## config.mk

```make
export PLATFORM = sky130hd
export DESIGN_NAME = keyed_table_with_parent_links_unit
export DESIGN_NICKNAME = d
export VERILOG_FILES = /design/src/rtl/ktpl_pkg.sv /design/src/rtl/ktpl_front.sv /design/src/rtl/ktpl_back.sv /design/src/rtl/keyed_table_with_parent_links_unit.sv
export SDC_FILE = /design/constraint.sdc
export NUM_CORES = 2
export LEC_CHECK = 0
export ABC_AREA = 1
export BUFFER_PORTS_ARGS = -buffer_cell sky130_fd_sc_hd__buf_4
export CAP_MARGIN = 20
export CORE_AREA = 2 2 409 411
export CTS_CLUSTER_DIAMETER = 120
export DETAILED_ROUTE_END_ITERATION = 8
export DIE_AREA = 0 0 411 413
export HOLD_SLACK_MARGIN = 0.15
export PLACE_DENSITY_LB_ADDON = 0.05
export SETUP_SLACK_MARGIN = 0.02
export SYNTH_ARGS = -nofsm -noshare
export SYNTH_HDL_FRONTEND = slang
export SYNTH_HIERARCHICAL = 1
export SYNTH_SLANG_ARGS = --single-unit
export TNS_END_PERCENT = 20
```

## constraint.sdc

```tcl
create_clock -name clk -period 12.7 [get_ports clk]
set_input_delay 2.54 -clock clk [delete_from_list [all_inputs] [get_ports clk]]
set_output_delay 2.54 -clock clk [all_outputs]
set_load 0.02 [all_outputs]
```

## src/rtl/ktpl_pkg.sv

```systemverilog
// package for the keyed table unit: action and status codes, queue and result types
// no dependencies
package ktpl_pkg;

  typedef enum logic [2:0] {
    ACT_INSERT   = 3'd0,
    ACT_FIND_KEY = 3'd1,
    ACT_FIND_PAR = 3'd2,
    ACT_DEL_KEY  = 3'd3,
    ACT_DEL_CHLD = 3'd4
  } action_t;

  typedef enum logic [1:0] {
    ST_OK      = 2'd0,
    ST_DUP     = 2'd1,
    ST_FULL    = 2'd2,
    ST_NOMATCH = 2'd3
  } status_t;

  typedef struct packed {
    logic [2:0]  action;
    logic [31:0] key_value;
    logic [31:0] parent_value;
    logic [31:0] info_value;
  } cmd_t;

  typedef struct packed {
    logic [1:0]  status;
    logic [31:0] entry_key;
    logic [31:0] entry_parent;
    logic [31:0] entry_info;
    logic [4:0]  removed_count;
    logic        last;
  } res_t;

  typedef enum logic [2:0] {
    BK_IDLE,
    BK_SCAN,
    BK_EMIT,
    BK_DONE
  } bk_state_t;

endpackage

```

## src/rtl/ktpl_front.sv

```systemverilog
// front end: accepts input beats, drops undefined actions, feeds a two-entry queue
// depends on ktpl_pkg
module ktpl_front (
  input  logic                clk,
  input  logic                rst_n,
  input  logic                in_tvalid,
  output logic                in_tready,
  input  logic [103:0]        in_tdata,
  output logic                q_valid,
  input  logic                q_pop,
  output ktpl_pkg::cmd_t      q_cmd
);
  import ktpl_pkg::*;

  cmd_t       mem_r [2];
  logic       wp_r, rp_r;
  logic [1:0] cnt_r;
  logic       push, pop;
  cmd_t       c;

  assign c.action       = in_tdata[2:0];
  assign c.key_value    = in_tdata[34:3];
  assign c.parent_value = in_tdata[66:35];
  assign c.info_value   = in_tdata[98:67];

  assign in_tready = (cnt_r != 2'd2);
  assign push = in_tvalid && in_tready && (c.action <= 3'd4);
  assign q_valid = (cnt_r != 2'd0);
  assign pop = q_pop && q_valid;
  assign q_cmd = mem_r[rp_r];

  always_ff @(posedge clk) begin
    if (push) mem_r[wp_r] <= c;
    if (!rst_n) begin
      wp_r <= 1'b0;
      rp_r <= 1'b0;
      cnt_r <= 2'd0;
    end else begin
      if (push) wp_r <= ~wp_r;
      if (pop) rp_r <= ~rp_r;
      cnt_r <= cnt_r + {1'b0, push} - {1'b0, pop};
    end
  end
endmodule

```

## src/rtl/ktpl_back.sv

```systemverilog
// back end: scans an entry per cycle, pausing to emit find hits; compacts on delete
// depends on ktpl_pkg
module ktpl_back #(
  parameter int TABLE_DEPTH = 16
) (
  input  logic           clk,
  input  logic           rst_n,
  input  logic           q_valid,
  output logic           q_pop,
  input  ktpl_pkg::cmd_t q_cmd,
  output logic           res_valid,
  input  logic           res_ready,
  output ktpl_pkg::res_t res
);
  import ktpl_pkg::*;

  localparam int IW = $clog2(TABLE_DEPTH);
  localparam int CW = $clog2(TABLE_DEPTH + 1);

  logic [31:0] key_r [TABLE_DEPTH];
  logic [31:0] par_r [TABLE_DEPTH];
  logic [31:0] inf_r [TABLE_DEPTH];
  logic [CW-1:0] count_r, count_nxt;
  logic [CW-1:0] rd_r, rd_nxt;
  logic [CW-1:0] wr_r, wr_nxt;
  logic          found_r, found_nxt;
  logic          dup_r, dup_nxt;
  bk_state_t     state_r, state_nxt;
  cmd_t          cmd_r, cmd_nxt;
  res_t          res_r, res_nxt;
  logic          res_valid_r, res_valid_nxt;
  logic          pend_r, pend_nxt;
  res_t          pend_res_r, pend_res_nxt;
  logic          mv_en, ins_en;
  logic [IW-1:0] ri, wi, ci;
  logic [31:0]   probe;
  logic          hit, more, ncount_full;
  logic [CW-1:0] gone;
  logic [4:0]    removed;

  assign ri = rd_r[IW-1:0];
  assign wi = wr_r[IW-1:0];
  assign ci = count_r[IW-1:0];
  assign probe = (cmd_r.action == ACT_FIND_PAR || cmd_r.action == ACT_DEL_CHLD)
                 ? par_r[ri] : key_r[ri];
  assign hit = (probe == cmd_r.key_value);
  assign more = (rd_r < count_r);
  assign ncount_full = (count_r == CW'(TABLE_DEPTH));
  assign gone = count_r - wr_r;
  assign removed = (32'(gone) > 32'd31) ? 5'd31 : 5'(gone);
  assign res_valid = res_valid_r;
  assign res = res_r;

  always_comb begin
    state_nxt = state_r;
    count_nxt = count_r;
    rd_nxt = rd_r;
    wr_nxt = wr_r;
    found_nxt = found_r;
    dup_nxt = dup_r;
    cmd_nxt = cmd_r;
    res_nxt = res_r;
    res_valid_nxt = res_valid_r && !res_ready;
    pend_nxt = pend_r;
    pend_res_nxt = pend_res_r;
    q_pop = 1'b0;
    mv_en = 1'b0;
    ins_en = 1'b0;
    // move a held final beat into the output register when it frees
    if (pend_r && pend_res_r.last && !res_valid_nxt) begin
      res_nxt = pend_res_r;
      res_valid_nxt = 1'b1;
      pend_nxt = 1'b0;
    end
    case (state_r)
      BK_IDLE: begin
        if (q_valid) begin
          q_pop = 1'b1;
          cmd_nxt = q_cmd;
          rd_nxt = '0;
          wr_nxt = '0;
          found_nxt = 1'b0;
          dup_nxt = 1'b0;
          state_nxt = BK_SCAN;
        end
      end
      BK_SCAN: begin
        if (!more) begin
          state_nxt = BK_DONE;
        end else begin
          case (cmd_r.action)
            ACT_INSERT: begin
              if (hit) dup_nxt = 1'b1;
              rd_nxt = rd_r + 1'b1;
            end
            ACT_FIND_KEY, ACT_FIND_PAR: begin
              if (hit) state_nxt = BK_EMIT;
              else rd_nxt = rd_r + 1'b1;
            end
            default: begin
              if (!hit) begin
                mv_en = 1'b1;
                wr_nxt = wr_r + 1'b1;
              end
              rd_nxt = rd_r + 1'b1;
            end
          endcase
        end
      end
      BK_EMIT: begin
        // the previous match is not final, send it before holding this one
        if (pend_nxt && !pend_res_r.last && !res_valid_nxt) begin
          res_nxt = pend_res_r;
          res_valid_nxt = 1'b1;
          pend_nxt = 1'b0;
        end
        if (!pend_nxt) begin
          pend_nxt = 1'b1;
          pend_res_nxt.status = ST_OK;
          pend_res_nxt.entry_key = key_r[ri];
          pend_res_nxt.entry_parent = par_r[ri];
          pend_res_nxt.entry_info = inf_r[ri];
          pend_res_nxt.removed_count = '0;
          pend_res_nxt.last = 1'b0;
          found_nxt = 1'b1;
          rd_nxt = rd_r + 1'b1;
          state_nxt = BK_SCAN;
        end
      end
      BK_DONE: begin
        if ((cmd_r.action == ACT_FIND_KEY || cmd_r.action == ACT_FIND_PAR) && found_r) begin
          // the held match is the final one
          pend_res_nxt.last = 1'b1;
          state_nxt = BK_IDLE;
        end else if (!pend_nxt) begin
          pend_nxt = 1'b1;
          pend_res_nxt = '0;
          pend_res_nxt.last = 1'b1;
          case (cmd_r.action)
            ACT_INSERT: begin
              if (dup_r) pend_res_nxt.status = ST_DUP;
              else if (ncount_full) pend_res_nxt.status = ST_FULL;
              else begin
                pend_res_nxt.status = ST_OK;
                ins_en = 1'b1;
                count_nxt = count_r + 1'b1;
              end
            end
            ACT_FIND_KEY, ACT_FIND_PAR: begin
              pend_res_nxt.status = ST_NOMATCH;
            end
            default: begin
              pend_res_nxt.status = (removed != 5'd0) ? ST_OK : ST_NOMATCH;
              pend_res_nxt.removed_count = removed;
              count_nxt = wr_r;
            end
          endcase
          state_nxt = BK_IDLE;
        end
      end
      default: state_nxt = BK_IDLE;
    endcase
  end

  always_ff @(posedge clk) begin
    if (mv_en) begin
      key_r[wi] <= key_r[ri];
      par_r[wi] <= par_r[ri];
      inf_r[wi] <= inf_r[ri];
    end
    if (ins_en) begin
      key_r[ci] <= cmd_r.key_value;
      par_r[ci] <= cmd_r.parent_value;
      inf_r[ci] <= cmd_r.info_value;
    end
    cmd_r <= cmd_nxt;
    rd_r <= rd_nxt;
    wr_r <= wr_nxt;
    found_r <= found_nxt;
    dup_r <= dup_nxt;
    res_r <= res_nxt;
    pend_res_r <= pend_res_nxt;
    if (!rst_n) begin
      state_r <= BK_IDLE;
      count_r <= '0;
      res_valid_r <= 1'b0;
      pend_r <= 1'b0;
    end else begin
      state_r <= state_nxt;
      count_r <= count_nxt;
      res_valid_r <= res_valid_nxt;
      pend_r <= pend_nxt;
    end
  end
endmodule

```

## src/rtl/keyed_table_with_parent_links_unit.sv

```systemverilog
// keyed table with parent links: top level joining front queue and back scanner
// depends on ktpl_pkg, ktpl_front, ktpl_back
// the back end scans the whole table for each command and takes the next one only when done
// find matches leave one beat per match; output register plus one holding slot
// reset: rst_n synchronous active low empties the table and the queue
module keyed_table_with_parent_links_unit #(
  parameter int TABLE_DEPTH = 16
) (
  input  logic         clk,
  input  logic         rst_n,
  input  logic         in_tvalid,
  output logic         in_tready,
  input  logic [103:0] in_tdata,   // action, key_value, parent_value, info_value
  output logic         out_tvalid,
  input  logic         out_tready,
  output logic [103:0] out_tdata,  // status, entry_key, entry_parent, entry_info, removed_count
  output logic         out_tlast
);
  import ktpl_pkg::*;

  logic q_valid, q_pop;
  cmd_t q_cmd;
  res_t r;

  ktpl_front u_front (
    .clk, .rst_n, .in_tvalid, .in_tready, .in_tdata,
    .q_valid, .q_pop, .q_cmd
  );

  ktpl_back #(.TABLE_DEPTH(TABLE_DEPTH)) u_back (
    .clk, .rst_n, .q_valid, .q_pop, .q_cmd,
    .res_valid(out_tvalid), .res_ready(out_tready), .res(r)
  );

  assign out_tdata = {1'b0, r.removed_count, r.entry_info, r.entry_parent,
                      r.entry_key, r.status};
  assign out_tlast = r.last;
endmodule

```

==> impl_metrics.env <==
export IMPL_cts_made_buffers=210
export IMPL_vias_per_cell=5.67
export IMPL_yosys_warnings=6
export IMPL_syn_instance_count=6446
export IMPL_whs_ps=453
export IMPL_fin_util=0.561
export IMPL_dieHeight_um=413
export IMPL_root_buffer="clkbuf_16"
export IMPL_design_die_area_sq_um=170000
export IMPL_worst_pin_slew_ps=1170
export IMPL_wl_per_cell_um=25.7
export IMPL_crit_type="reg2reg"
export IMPL_synth_area_per_cell_sq_um=12.8
export IMPL_syn2layout_area_growth_pct=13.1
export IMPL_rsz0062_at_grt="no"
export IMPL_period_needed_ps=7320
export IMPL_final_cell_count_no_fill=9000
export IMPL_finalHoldViolCount=0
export IMPL_wirelength_um=231000
export IMPL_power_leakage_nw=33.1
export IMPL_cp_arrival_ps=7760
export IMPL_grt_overflow=0
export IMPL_synth_edff_count=1949
export IMPL_setup_viol=0
export IMPL_clk_pin_slew_ps=60
export IMPL_setup_tns_ps=0
export IMPL_period_share=0.576
export IMPL_dp_cells=8552
export IMPL_ioPinCount=215
export IMPL_clock_fmax_ghz=0.137
export IMPL_hold_buffers=0
export IMPL_core_area_sq_um=166000
export IMPL_finalClockSkew_ps=34.4
export IMPL_powerDensity_nw_per_um2=255
export IMPL_async_reset_ff_frac=0
export IMPL_worstPathRequired_ps=13140
export IMPL_yosysMostFrequentCell="edfxtp_1"
export IMPL_hold_path_class="reg2reg"
export IMPL_finish_net_count=6743
export IMPL_io_buffers=208
export IMPL_drive_gt1_frac=0.131
export IMPL_cts_max_level=4
export IMPL_rows=150
export IMPL_outcome="finished clean"
export IMPL_detail_route_first_pass_iterations=6
export IMPL_relSlewSlack=0.220
export IMPL_clock_sinks=2071
export IMPL_syn_num_nets=6574
export IMPL_finalMaxSlewViolations=0
export IMPL_seq_area_frac_synth=0.741
export IMPL_synth_ff_type="edfxtp_1"
export IMPL_clk_insertion_delay_late_ps=850
export IMPL_gp_congestion=0.894
export IMPL_initial_core_util=0.496
export IMPL_cap_violations=0
export IMPL_via_count=51000
export IMPL_synth_distinct_cells=39
export IMPL_antenna_left=0
export IMPL_grt_total_usage=0.269
export IMPL_antenna_found_initial=3
export IMPL_start_kind="flip-flop"
export IMPL_yosysTopAreaCell="edfxtp_1"
export IMPL_cts_repair_resized=0
export IMPL_post_cts_buffers=0
export IMPL_dp_hpwl_um=117000
export IMPL_cp_max_fo=91
export IMPL_die_x_um=411
export IMPL_drc=0
export IMPL_cts_tree="yes"
export IMPL_synth_area_leaders="edfxtp_1 71%, nand2_1 4.3%, nor2_1 4.3%"
export IMPL_grt_pass1_wl_um=332000
export IMPL_synth_common_cells="1,949 x edfxtp_1, 950 x nand2_1, 944 x nor2_1, 553 x nand3_1, 477 x o21ai_0"
export IMPL_grt_max_degree=233
export IMPL_critPathCaptureType="flip-flop"
export IMPL_max_vdd_ir_drop_mv=0.258
export IMPL_cts_buffer_depth=3
export IMPL_synth_top_area_share=0.711
export IMPL_first_iter_violations=5140
export IMPL_ys_ff_latch=2071
export IMPL_netlist_area_sq_um=82300
export IMPL_grt_pass1_vias=48500
==> registers in the layout (all words and copies together), names as in the netlist, 2 cells and up, named ones only <==
register	cells
u_back/res	104
u_back/inf_r	512
u_back/key_r	512
u_back/rd_r	5
u_back/par_r	512
u_back/cmd_r	99
u_back/wr_r	5
u_front/mem_r	198
u_front/cnt_r	2
u_back/pend_res_r	104
u_back/state_r	2
u_back/count_r	5
==> kinds of logic (layout without fill, tap and decap cells) <==
kind of cell,after synthesis,count (layout),synth area share
AND/OR/NAND/NOR,2469,2469,0.122
flip-flops,2071,2071,0.741
XOR/XNOR,10,10,0.00106
AO/OA/AOI/OAI,956,956,0.0677
buffers and inverters,717,1065,0.0371
other,1,3,0.0000456
multiplexers,202,202,0.0281
adder cells (fa/ha/maj),20,20,0.00313
==> metal layers <==
metal  track usage  vias to the layer above  share of wire
met5             0                        -       0.000056
met4         0.109                        2          0.042
met3        0.0354                      375          0.060
met2         0.443                     1749           0.48
met1         0.363                    25500           0.42
li1              -                    23400              -
==> power breakdown <==
group	internal, mW	switching, mW	total [mW]
logic	2.05	5.43	7.48
clock network	3.48	2.56	6.04
registers	9.76	0.416	10.2
total	15.3	8.40	23.7
==> per-stage QoR <==
step | setup slack [ps] | cell area [sq um] | power [mW]
2_1_floorplan | 1670 | 82300 | 14.8
3_3_place_gp | 5400 | 85800 | 17.5
3_5_place_dp | 5420 | 85900 | 17.6
4_1_cts | 5420 | 92700 | 23.6
5_1_grt | 4960 | 93100 | 24.8
6_report | 5380 | 93100 | 23.7
==> cell usage in the layout (no fill, tap or decap), drive strengths merged, types with 19 or more instances in the layout <==
master | Yosys | layout
inv | 334 | 342
edfxtp | 1949 | 1949
nor2 | 946 | 946
a21oi | 128 | 128
ha | 19 | 19
o221ai | 93 | 93
dfxtp | 122 | 122
o21ai | 527 | 527
buf | 190 | 335
nand2 | 957 | 957
o211ai | 134 | 134
clkbuf | 191 | 313
nand3 | 559 | 559
clkinv | 2 | 65
o22ai | 36 | 36
mux2 | 202 | 202
a31oi | 32 | 32
==> layout make-up <==
class	count	area, sq um
antenna	2	5.00
clock buffer	310	6120
clock inverter	81	659
fill	13700	72800
inverter	336	1310
multi-input combinational	3658	18500
sequential	2071	61000
tap	2204	2760
timing repair buffer	338	2780
==> critical path: stages, from the launching register on <==
cell and delay [ps]:
dfxtp_4 870, buf_4 910, buf_4 900, nor2_1 110, nor2_1 110, o21ai_0 120
nand3_1 140, nand3_1 110, nand3_1 300, nand2_1 90, nand2_1 60, nand2_1 100
nand2_1 160, nor2_1 50, nand2_1 140, nor2_4 120, nand2_2 120, nand3_2 80
nand2_2 130, nand2_2 170, nor2_4 770, buf_4 930
==> worst paths after layout <==
| kind | end | start | slack [ps] | cells after the start |
|---|---|---|---|---|
| hold / removal | u_back/res[94]$_DFF_P_ | u_back/pend_res_r[94]$_SDFFCE_PP0P_ | 450 | 1 |
| setup / recovery | u_back/par_r[7][23]$_DFFE_PP_ | flip-flop | 5380 | 21 |
| setup reg to reg | u_back/par_r[7][23]$_DFFE_PP_ | flip-flop | 5380 | 21 |
| hold reg to reg | u_back/res[94]$_DFF_P_ | u_back/pend_res_r[94]$_SDFFCE_PP0P_ | 450 | 1 |
Power figures use the tool's default switching activity.
